===== config.mk =====
export PLATFORM = sky130hd
export DESIGN_NAME = dual_window_send_rate_limiter_core_flat
export DESIGN_NICKNAME = d
export VERILOG_FILES = /design/src/sv/dwsrl_pkg.sv /design/src/sv/dwsrl_cmd_if.sv /design/src/sv/dwsrl_result_if.sv /design/src/sv/dwsrl_cell.sv /design/src/sv/dual_window_send_rate_limiter_core.sv /design/src/flat_wrapper.sv
export SDC_FILE = /design/constraint.sdc
export NUM_CORES = 1
export LEC_CHECK = 0
export BUFFER_PORTS_ARGS = -buffer_cell sky130_fd_sc_hd__buf_4
export CAP_MARGIN = 20
export CORE_ASPECT_RATIO = 1.75
export CORE_MARGIN = 2
export CORE_UTILIZATION = 53
export DETAILED_ROUTE_END_ITERATION = 10
export PLACE_DENSITY = 0.69
export SYNTH_ARGS = -nofsm -noshare
export SYNTH_HDL_FRONTEND = slang
export SYNTH_HIERARCHICAL = 1
export SYNTH_SLANG_ARGS = --single-unit
export TNS_END_PERCENT = 5

===== constraint.sdc =====
create_clock -name clk -period 7.2 [get_ports clk]
set_clock_uncertainty 0.2 [all_clocks]
set_input_delay 0.72 -clock clk [delete_from_list [all_inputs] [get_ports clk]]
set_output_delay 0.72 -clock clk [all_outputs]
set_load 0.1 [all_outputs]

===== src/sv/dwsrl_pkg.sv =====
// ----------------------------------------------------------------------------
// Dual-window send rate limiter package
// Widths, register indexes, status codes and reset values that are shared by
// the limiter's files.
// ----------------------------------------------------------------------------
package dwsrl_pkg;

  localparam int LOG_DEPTH   = 8;
  localparam int TIME_W      = 32;
  localparam int INTERVAL_W  = 8;
  localparam int WINDOW_W    = 16;
  localparam int LIMIT_W     = 4;
  localparam int STATUS_W    = 3;
  localparam int COUNT_OUT_W = 4;
  localparam int CFG_INDEX_W = 3;
  localparam int CFG_DATA_W  = 16;

  typedef logic [TIME_W-1:0] time_t;

  // Configuration register indexes
  localparam logic [CFG_INDEX_W-1:0] REG_MIN_INTERVAL = 3'd0;
  localparam logic [CFG_INDEX_W-1:0] REG_LONG_WINDOW  = 3'd1;
  localparam logic [CFG_INDEX_W-1:0] REG_LONG_LIMIT   = 3'd2;
  localparam logic [CFG_INDEX_W-1:0] REG_SHORT_WINDOW = 3'd3;
  localparam logic [CFG_INDEX_W-1:0] REG_SHORT_LIMIT  = 3'd4;

  // Register reset values
  localparam logic [INTERVAL_W-1:0] MIN_INTERVAL_RESET = 8'd1;
  localparam logic [WINDOW_W-1:0]   LONG_WINDOW_RESET  = 16'd15;
  localparam logic [LIMIT_W-1:0]    LONG_LIMIT_RESET   = 4'd5;
  localparam logic [WINDOW_W-1:0]   SHORT_WINDOW_RESET = 16'd5;
  localparam logic [LIMIT_W-1:0]    SHORT_LIMIT_RESET  = 4'd3;

  // Commands
  localparam logic CMD_QUEUE = 1'b0;
  localparam logic CMD_TRY   = 1'b1;

  // Result status codes
  localparam logic [STATUS_W-1:0] STATUS_SENT       = 3'd0;
  localparam logic [STATUS_W-1:0] STATUS_NO_PENDING = 3'd1;
  localparam logic [STATUS_W-1:0] STATUS_TOO_SOON   = 3'd2;
  localparam logic [STATUS_W-1:0] STATUS_LONG_FULL  = 3'd3;
  localparam logic [STATUS_W-1:0] STATUS_SHORT_FULL = 3'd4;
  localparam logic [STATUS_W-1:0] STATUS_QUEUED     = 3'd5;

  // Per-cell control: shift takes the neighbor's entry, load takes the time
  typedef struct packed {
    logic shift;
    logic load;
  } cell_ctl_t;

endpackage


===== src/sv/dwsrl_cmd_if.sv =====
// ----------------------------------------------------------------------------
// Command channel
// Valid/ready channel that carries one queue or try command and its time.
// ----------------------------------------------------------------------------
interface dwsrl_cmd_if;
  logic                       valid;
  logic                       ready;
  logic                       command;
  logic [dwsrl_pkg::TIME_W-1:0] now_sec;

  modport source (output valid, output command, output now_sec, input ready);
  modport sink   (input valid, input command, input now_sec, output ready);
endinterface


===== src/sv/dwsrl_result_if.sv =====
// ----------------------------------------------------------------------------
// Result channel
// Valid/ready channel that carries the outcome of one command.
// ----------------------------------------------------------------------------
interface dwsrl_result_if;
  logic                              valid;
  logic                              ready;
  logic                              send_granted;
  logic [dwsrl_pkg::STATUS_W-1:0]    status;
  logic [dwsrl_pkg::COUNT_OUT_W-1:0] window_count;

  modport source (output valid, output send_granted, output status, output window_count,
                  input ready);
  modport sink   (input valid, input send_granted, input status, input window_count,
                  output ready);
endinterface


===== src/sv/dwsrl_cell.sv =====
// ----------------------------------------------------------------------------
// Send time log cell
// Holds one logged send time; takes its neighbor's entry on a shift or the
// current time on a load.
// ----------------------------------------------------------------------------
module dwsrl_cell (
  input  logic                 clk,
  input  dwsrl_pkg::cell_ctl_t ctl,
  input  dwsrl_pkg::time_t     neighbor,
  input  dwsrl_pkg::time_t     now,
  output dwsrl_pkg::time_t     entry
);

  always_ff @(posedge clk) begin
    if (ctl.shift) begin
      entry <= neighbor;
    end else if (ctl.load) begin
      entry <= now;
    end
  end

endmodule


===== src/sv/dual_window_send_rate_limiter_core.sv =====
// ----------------------------------------------------------------------------
// Dual-window send rate limiter
// Single-slot send gate with a sliding-window log of granted send times.
// ----------------------------------------------------------------------------
// Usage:
//   cmd carries a command (queue or try) and the current time in seconds;
//   result returns one item per command: send_granted, status and the number
//   of logged send times. The user must write registers through cfg_write/
//   cfg_index/cfg_data only while the block is idle; the block does not enforce it.
// Sequence: a queue, nothing-pending or too-soon command passes from the
//   evaluate state to the finish state, which loads the output register. A
//   try that reaches the windows prunes stale entries (one per cycle at the
//   head of the cell row), then rotates the row past the head to count the
//   short window, then decides and finishes. One command is in work at a
//   time; the next is taken the cycle after the result is loaded.
// Reset: the pending mark, log count and last send time clear and the
//   registers take their defaults; log cells are not cleared, the count
//   marks which are valid.
// Stall: the finished result holds in the output register while result.ready
//   is low; a following command may be taken and is held at its end until
//   the output register frees.
// ----------------------------------------------------------------------------
module dual_window_send_rate_limiter_core #(
  parameter int LOG_DEPTH = dwsrl_pkg::LOG_DEPTH
) (
  input  logic                                  clk,
  input  logic                                  rst,
  dwsrl_cmd_if.sink                             cmd,
  dwsrl_result_if.source                        result,
  input  logic                                  cfg_write,
  input  logic [dwsrl_pkg::CFG_INDEX_W-1:0]     cfg_index,
  input  logic [dwsrl_pkg::CFG_DATA_W-1:0]      cfg_data
);

  localparam int CW = $clog2(LOG_DEPTH + 1);
  localparam int SW = (LOG_DEPTH > 1) ? $clog2(LOG_DEPTH) : 1;
  localparam int DW = ((CW > dwsrl_pkg::LIMIT_W) ? CW : dwsrl_pkg::LIMIT_W) + 1;
  localparam int TW = dwsrl_pkg::TIME_W;

  localparam logic [2:0] ST_IDLE   = 3'd0;
  localparam logic [2:0] ST_EVAL   = 3'd1;
  localparam logic [2:0] ST_PRUNE  = 3'd2;
  localparam logic [2:0] ST_COUNT  = 3'd3;
  localparam logic [2:0] ST_DECIDE = 3'd4;
  localparam logic [2:0] ST_FINISH = 3'd5;

  // Configuration registers
  logic [dwsrl_pkg::INTERVAL_W-1:0] min_interval;
  logic [dwsrl_pkg::WINDOW_W-1:0]   long_window;
  logic [dwsrl_pkg::LIMIT_W-1:0]    long_limit;
  logic [dwsrl_pkg::WINDOW_W-1:0]   short_window;
  logic [dwsrl_pkg::LIMIT_W-1:0]    short_limit;

  logic [2:0]                     state;
  logic                           cmd_q;
  dwsrl_pkg::time_t               now_q;
  dwsrl_pkg::time_t               lstart;
  dwsrl_pkg::time_t               sstart;
  logic [CW-1:0]                  count;
  logic [CW-1:0]                  shortn;
  logic [SW-1:0]                  step;
  logic                           pending;
  dwsrl_pkg::time_t               last_send;
  logic                           res_granted;
  logic [dwsrl_pkg::STATUS_W-1:0] res_status;
  logic                           out_valid;
  logic                           out_granted;
  logic [dwsrl_pkg::STATUS_W-1:0] out_status;
  logic [dwsrl_pkg::COUNT_OUT_W-1:0] out_count;

  dwsrl_pkg::time_t     entries [LOG_DEPTH];
  dwsrl_pkg::time_t     neighbor [LOG_DEPTH];
  dwsrl_pkg::cell_ctl_t cell_ctl [LOG_DEPTH];
  dwsrl_pkg::time_t     tail_in;

  logic [TW:0]  since_last;
  logic         too_soon;
  logic         prune_drop;
  logic         short_hit;
  logic         log_full;
  logic         long_full;
  logic         short_full;
  logic         grant_ok;
  logic         chain_shift;
  logic         chain_load;
  logic         out_free;

  // ---------------------------------------------------------------- config
  always_ff @(posedge clk) begin
    if (rst) begin
      min_interval <= dwsrl_pkg::MIN_INTERVAL_RESET;
      long_window  <= dwsrl_pkg::LONG_WINDOW_RESET;
      long_limit   <= dwsrl_pkg::LONG_LIMIT_RESET;
      short_window <= dwsrl_pkg::SHORT_WINDOW_RESET;
      short_limit  <= dwsrl_pkg::SHORT_LIMIT_RESET;
    end else if (cfg_write) begin
      unique case (cfg_index)
        dwsrl_pkg::REG_MIN_INTERVAL: min_interval <= cfg_data[dwsrl_pkg::INTERVAL_W-1:0];
        dwsrl_pkg::REG_LONG_WINDOW:  long_window  <= cfg_data[dwsrl_pkg::WINDOW_W-1:0];
        dwsrl_pkg::REG_LONG_LIMIT:   long_limit   <= cfg_data[dwsrl_pkg::LIMIT_W-1:0];
        dwsrl_pkg::REG_SHORT_WINDOW: short_window <= cfg_data[dwsrl_pkg::WINDOW_W-1:0];
        dwsrl_pkg::REG_SHORT_LIMIT:  short_limit  <= cfg_data[dwsrl_pkg::LIMIT_W-1:0];
        default: ;
      endcase
    end
  end

  // ---------------------------------------------------------- decision logic
  assign since_last = {1'b0, now_q} - {1'b0, last_send};
  assign too_soon   = since_last[TW] || (since_last[TW-1:0] < TW'(min_interval));

  assign prune_drop = (count != '0) && (entries[0] < lstart);
  assign short_hit  = (CW'(step) < count) && (entries[0] >= sstart);
  assign log_full   = (count == CW'(LOG_DEPTH));
  assign long_full  = (DW'(count) + DW'(1)) >= DW'(long_limit);
  assign short_full = (DW'(shortn) + DW'(1)) >= DW'(short_limit);
  assign grant_ok   = (state == ST_DECIDE) && !long_full && !short_full;

  // Shift out stale entries while pruning, rotate during the count pass; on a
  // grant into a full log the new time enters at the tail, the oldest falls off the head.
  assign chain_shift = ((state == ST_PRUNE) && prune_drop) || (state == ST_COUNT) ||
                       (grant_ok && log_full);
  assign chain_load  = grant_ok && !log_full;
  assign tail_in     = (state == ST_COUNT) ? entries[0] : now_q;

  // -------------------------------------------------------------- cell row
  for (genvar i = 0; i < LOG_DEPTH; i++) begin : g_cell
    if (i == LOG_DEPTH - 1) begin : g_tail
      assign neighbor[i] = tail_in;
    end else begin : g_body
      assign neighbor[i] = entries[i+1];
    end
    assign cell_ctl[i].shift = chain_shift;
    assign cell_ctl[i].load  = chain_load && (count == CW'(i));

    dwsrl_cell u_cell (
      .clk      (clk),
      .ctl      (cell_ctl[i]),
      .neighbor (neighbor[i]),
      .now      (now_q),
      .entry    (entries[i])
    );
  end

  // ---------------------------------------------------------- sequencer
  assign cmd.ready = (state == ST_IDLE);
  assign out_free  = !out_valid || result.ready;

  // Load a finished result, or drop the held one once it transfers
  always_ff @(posedge clk) begin
    if (rst) begin
      out_valid <= 1'b0;
    end else if ((state == ST_FINISH) && out_free) begin
      out_valid <= 1'b1;
    end else if (result.ready) begin
      out_valid <= 1'b0;
    end
  end

  always_ff @(posedge clk) begin
    if (rst) begin
      state     <= ST_IDLE;
      count     <= '0;
      pending   <= 1'b0;
      last_send <= '0;
    end else begin
      unique case (state)
        ST_IDLE: begin
          if (cmd.valid) begin
            cmd_q <= cmd.command;
            now_q <= cmd.now_sec;
            state <= ST_EVAL;
          end
        end
        ST_EVAL: begin
          lstart <= (now_q > TW'(long_window)) ? now_q - TW'(long_window) : '0;
          sstart <= (now_q > TW'(short_window)) ? now_q - TW'(short_window) : '0;
          res_granted <= 1'b0;
          if (cmd_q == dwsrl_pkg::CMD_QUEUE) begin
            pending    <= 1'b1;
            res_status <= dwsrl_pkg::STATUS_QUEUED;
            state      <= ST_FINISH;
          end else if (!pending) begin
            res_status <= dwsrl_pkg::STATUS_NO_PENDING;
            state      <= ST_FINISH;
          end else if (too_soon) begin
            res_status <= dwsrl_pkg::STATUS_TOO_SOON;
            state      <= ST_FINISH;
          end else begin
            state <= ST_PRUNE;
          end
        end
        ST_PRUNE: begin
          // drop stale entries off the head, one per cycle
          if (prune_drop) begin
            count <= count - CW'(1);
          end else begin
            step   <= '0;
            shortn <= '0;
            state  <= ST_COUNT;
          end
        end
        ST_COUNT: begin
          if (short_hit) begin
            shortn <= shortn + CW'(1);
          end
          step <= step + SW'(1);
          if (step == SW'(LOG_DEPTH - 1)) begin
            state <= ST_DECIDE;
          end
        end
        ST_DECIDE: begin
          if (long_full) begin
            res_status <= dwsrl_pkg::STATUS_LONG_FULL;
          end else if (short_full) begin
            res_status <= dwsrl_pkg::STATUS_SHORT_FULL;
          end else begin
            res_status  <= dwsrl_pkg::STATUS_SENT;
            res_granted <= 1'b1;
            pending     <= 1'b0;
            last_send   <= now_q;
            if (!log_full) begin
              count <= count + CW'(1);
            end
          end
          state <= ST_FINISH;
        end
        ST_FINISH: begin
          // hold until the output register frees
          if (out_free) begin
            out_granted <= res_granted;
            out_status  <= res_status;
            out_count   <= dwsrl_pkg::COUNT_OUT_W'(count);
            state       <= ST_IDLE;
          end
        end
        default: state <= ST_IDLE;
      endcase
    end
  end

  assign result.valid        = out_valid;
  assign result.send_granted = out_granted;
  assign result.status       = out_status;
  assign result.window_count = out_count;

  // ------------------------------------------------------------ assertions
`ifndef ASSERT_OFF
  a_count_bound: assert property (@(posedge clk) disable iff (rst)
    count <= CW'(LOG_DEPTH))
    else $error("log count beyond log depth");

  a_grant_clears_pending: assert property (@(posedge clk) disable iff (rst)
    grant_ok |=> !pending)
    else $error("pending mark survived a grant");

  a_grant_time_order: assert property (@(posedge clk) disable iff (rst)
    grant_ok |-> (now_q >= last_send))
    else $error("grant logged a time older than the last send");

  a_result_grant_code: assert property (@(posedge clk) disable iff (rst)
    result.valid |-> (result.send_granted == (result.status == dwsrl_pkg::STATUS_SENT)))
    else $error("grant flag and status disagree");
`endif

endmodule

===== src/flat_wrapper.sv =====
// flat-port wrapper written by rule: the top's interface ports become plain ports
module dual_window_send_rate_limiter_core_flat 
#(
  parameter int LOG_DEPTH = dwsrl_pkg::LOG_DEPTH
)
  (clk, rst, cfg_write, cfg_index, cfg_data, cmd_valid, cmd_command, cmd_now_sec, cmd_ready, result_valid, result_send_granted, result_status, result_window_count, result_ready);
  dwsrl_cmd_if cmd_i ();
  dwsrl_result_if result_i ();
  input  logic clk;
  input  logic rst;
  input  logic cfg_write;
  input  logic [dwsrl_pkg::CFG_INDEX_W-1:0] cfg_index;
  input  logic [dwsrl_pkg::CFG_DATA_W-1:0] cfg_data;
  input wire logic [$bits(cmd_i.valid)-1:0] cmd_valid;
  input wire logic [$bits(cmd_i.command)-1:0] cmd_command;
  input wire logic [$bits(cmd_i.now_sec)-1:0] cmd_now_sec;
  output wire logic [$bits(cmd_i.ready)-1:0] cmd_ready;
  output wire logic [$bits(result_i.valid)-1:0] result_valid;
  output wire logic [$bits(result_i.send_granted)-1:0] result_send_granted;
  output wire logic [$bits(result_i.status)-1:0] result_status;
  output wire logic [$bits(result_i.window_count)-1:0] result_window_count;
  input wire logic [$bits(result_i.ready)-1:0] result_ready;
  assign cmd_i.valid = cmd_valid;
  assign cmd_i.command = cmd_command;
  assign cmd_i.now_sec = cmd_now_sec;
  assign cmd_ready = cmd_i.ready;
  assign result_valid = result_i.valid;
  assign result_send_granted = result_i.send_granted;
  assign result_status = result_i.status;
  assign result_window_count = result_i.window_count;
  assign result_i.ready = result_ready;
  dual_window_send_rate_limiter_core #(.LOG_DEPTH(LOG_DEPTH)) u_core (.clk(clk), .rst(rst), .cmd(cmd_i), .result(result_i), .cfg_write(cfg_write), .cfg_index(cfg_index), .cfg_data(cfg_data));
endmodule

==> reports/qor.yml <==
flow_run:
  drv_cap: 0
routing:
  vias: 16600
  drtPass1Iterations: 5
  dr.first_iter.drc_count: 1082
  drt-vias-per-instance: 5.76
  route.antenna.remaining_nets: 0
  wl_per_cell_um: 23.0
  drc_errors: 0
  postRouteWirelength_mm: 66.1
power_and_ir_drop:
  p_sw_mw: 2.09
  pwr-share-comb_pct: 22.2
  ir_drop_mv: 0.210
  pwr-share-clk_pct: 33.2
  p_int_mw: 5.19
  p_sw_share_pct: 28.7
  seqPwrFrac_pct: 44.6
  power_density_nw_per_um2: 258
  p_leak_nw: 10.7
critical_path:
  worstSetupEndpointType: "flop"
  arrival_ps: 5060
  critical_path_required_ps: 7240
  cp_max_fo: 14
  crit_type: "flop to flop"
  startpoint_type: "flop"
die:
  core_um2: 48500
  start_util_pct: 53.5
  ios: 67
  die_h_um: 297
  die_x_um: 171
  rows: 107
  design.die.area_um2: 50800
final_layout:
  final_nets: 2402
  fin_util_pct: 58.3
  fillers: 4017
  final_cells: 2877
  area_delta_synth_final_pct: 8.93
  layout-drive-gt1-share_pct: 22.2
  diodes: 0
synth:
  avgSynthCellArea_um2: 12.2
  yosysTopAreaCell: "edfxtp_1"
  synth_commonest_cells: "372 x edfxtp_1, 232 x mux2_4, 209 x nand2_1, 169 x inv_1, 152 x ha_1"
  synth_cell_type_count: 75
  synthCells: 2129
  ys_warn_count: 6
  synth-edff-count: 372
  ys_seq_elements: 461
  synth_area_um2: 25900
  synthArstFlopShare_pct: 0
  synthMostInstantiatedCell: "edfxtp_1"
  synth_top_area_share_pct: 43.1
  synthFlopType: "edfxtp_1"
  synth_nets: 2341
  synthTopCellsByArea: "edfxtp_1 43%, mux2_4 13%, ha_1 7.3%"
  yosysSeqAreaShare_pct: 50.0
clock_tree:
  cts_tree: "done"
  cts_resized: 0
  cts_root_buffer: "clkbuf_16"
  clock_latency_ps: 570
  cts_sinks: 461
  clk_pin_slew_ps: 60
  clk_path_buf_depth: 3
  htree_levels: 2
  cts.hold.buffers_added: 0
  cts_made_buffers: 45
  cts_setup_buffers: 0
sta:
  relSlewSlack_pct: 28.8
  setup_viol: 0
  hold_viol_final: 0
  max_clock_freq_ghz: 0.199
  rsz0062_at_grt: "no"
  fin_crit_ps: 5020
  fin_setup_tns_ps: 0
  finalCritPeriodShare_pct: 69.7
  tightest_slew_ps: 1070
  drv_slew: 0
  holdWs_ps: 130
grt:
  use_met2_pct: 49.0
  first_global_vias: 17200
  antenna_found_initial: 0
  grt-ovfl-total: 0
  grt_use_met3_pct: 2.65
  grt_busiest_layer: "met2"
  grt_max_degree: 94
  met1_usage_pct: 31.0
  grt.total_usage_pct: 26.5
  grt_pass1_wl_mm: 101
placement:
  gp_congestion: 0.950
  hpwl_mm: 45.4
  dp.cells: 2797
  port_buffers: 66
hold_path:
  hold_class: "primary input to flop"
status:
  status: "finished, final reports clean"
[flip-flops by register name, summed over array words and instances, names as in the netlist, 3 cells and up]
register                    flops
u_core/g_cell.u_cell/entry    256
u_core/last_send               32
u_core/lstart                  32
u_core/now_q                   32
u_core/sstart                  32
u_core/long_window             16
u_core/short_window            16
u_core/min_interval             8
u_core/count                    4
u_core/long_limit               4
u_core/result.window_count      4
u_core/short_limit              4
u_core/shortn                   4
u_core/res_status               3
u_core/result.status            3
u_core/state                    3
u_core/step                     3
[cell type report]
class / count / area, um2 / area share [%]
sequential: 461 / 13000 / 45.9
multi-input combinational: 1405 / 11500 / 40.7
clock buffer: 53 / 1220 / 4.32
timing repair buffer: 107 / 828 / 2.93
tap: 654 / 818 / 2.90
inverter: 170 / 638 / 2.26
clock inverter: 27 / 275 / 0.975
[through the flow]
| stage | area [um2] | setup slack, ps | total power, mW |
|---|---|---|---|
| after floorplan | 25900 | 2310 | 4.44 |
| after global placement | 26700 | 2220 | 4.87 |
| after detailed placement | 26700 | 2180 | 4.91 |
| after CTS | 28200 | 2180 | 7.34 |
| after global routing | 28200 | 1900 | 7.59 |
| final | 28200 | 2180 | 7.29 |
[critical path, stage by stage, from the launching register on]
cell and delay (ps):
edfxtp_1 700, inv_1 260, fa_1 520, nand2b_1 190, a21o_1 220, nand2_1 90, xor2_1 70, ha_1 180
a221o_1 360, a2111oi_2 330, o2111ai_1 180, nor4b_2 270, and4bb_1 220, nand4_1 110, o41ai_2 470, nand2_1 130
o21ai_1 220
[per-layer routing]
metal  share of wire, %  vias up
met3                3.3      131
met1                 39     8205
met5                  0        -
met2                 53      435
li1                   -     7798
met4                4.2        0
[power by group through the flow]
| stage | clock network, mW | registers [mW] | logic [mW] |
|---|---|---|---|
| 2_1_floorplan | 0 | 3.30 | 1.14 |
| 3_3_place_gp | 0 | 3.30 | 1.57 |
| 3_5_place_dp | 0 | 3.31 | 1.60 |
| 4_1_cts | 2.47 | 3.25 | 1.62 |
| 5_1_grt | 2.56 | 3.27 | 1.77 |
| 6_report | 2.42 | 3.25 | 1.62 |
[worst paths after layout]
check | endpoint | slack [ps] | cells past startpoint | startpoint
worst max-delay path | u_core/res_status[0] | 2180 | 16 | u_core/now_q[1]
worst min-delay path | u_core/now_q[8] | 130 | 1 | cmd_now_sec[8]
worst max register to register | u_core/res_status[0] | 2180 | 16 | u_core/now_q[1]
worst min register to register | u_core/result.status[0] | 250 | 0 | u_core/res_status[0]
[kinds of logic (layout without fill, tap and decap cells)]
family                   after synthesis  after routing  synth area share [%]
XOR/XNOR                              72             72                  2.43
adder cells (fa/ha/maj)              155            155                  7.57
flip-flops                           461            461                  50.0
multiplexers                         301            301                  16.4
AND/OR/NAND/NOR                      522            522                  9.30
buffers and inverters                263            357                  5.72
AO/OA/AOI/OAI                        355            355                  8.62
[placed cells by master (no fill, tap or decap), drive strengths merged, types with 5 or more instances in the layout]
| cell | instances |
|---|---|
| nand4 | 25 |
| nor2 | 123 |
| nor4 | 7 |
| o2111ai | 6 |
| o211ai | 12 |
| a31oi | 12 |
| nor2b | 21 |
| buf | 107 |
| inv | 169 |
| xor2 | 30 |
| nand2b | 22 |
| mux2i | 10 |
| ha | 152 |
| a2111oi | 6 |
| nor3 | 31 |
| o21ai | 53 |
| and3 | 16 |
| a211o | 7 |
| a21o | 44 |
| clkinv | 20 |
| and2 | 7 |
| or3 | 10 |
| nor3b | 5 |
| bufinv | 5 |
| dfxtp | 89 |
| mux2 | 291 |
| nand3 | 19 |
| nand2 | 209 |
| edfxtp | 372 |
| clkbuf | 53 |
| o21a | 8 |
| or2 | 14 |
| xnor2 | 42 |
| a21oi | 150 |
| a211oi | 7 |
| o31ai | 9 |
Note: power is estimated with default switching activity, not from simulation.
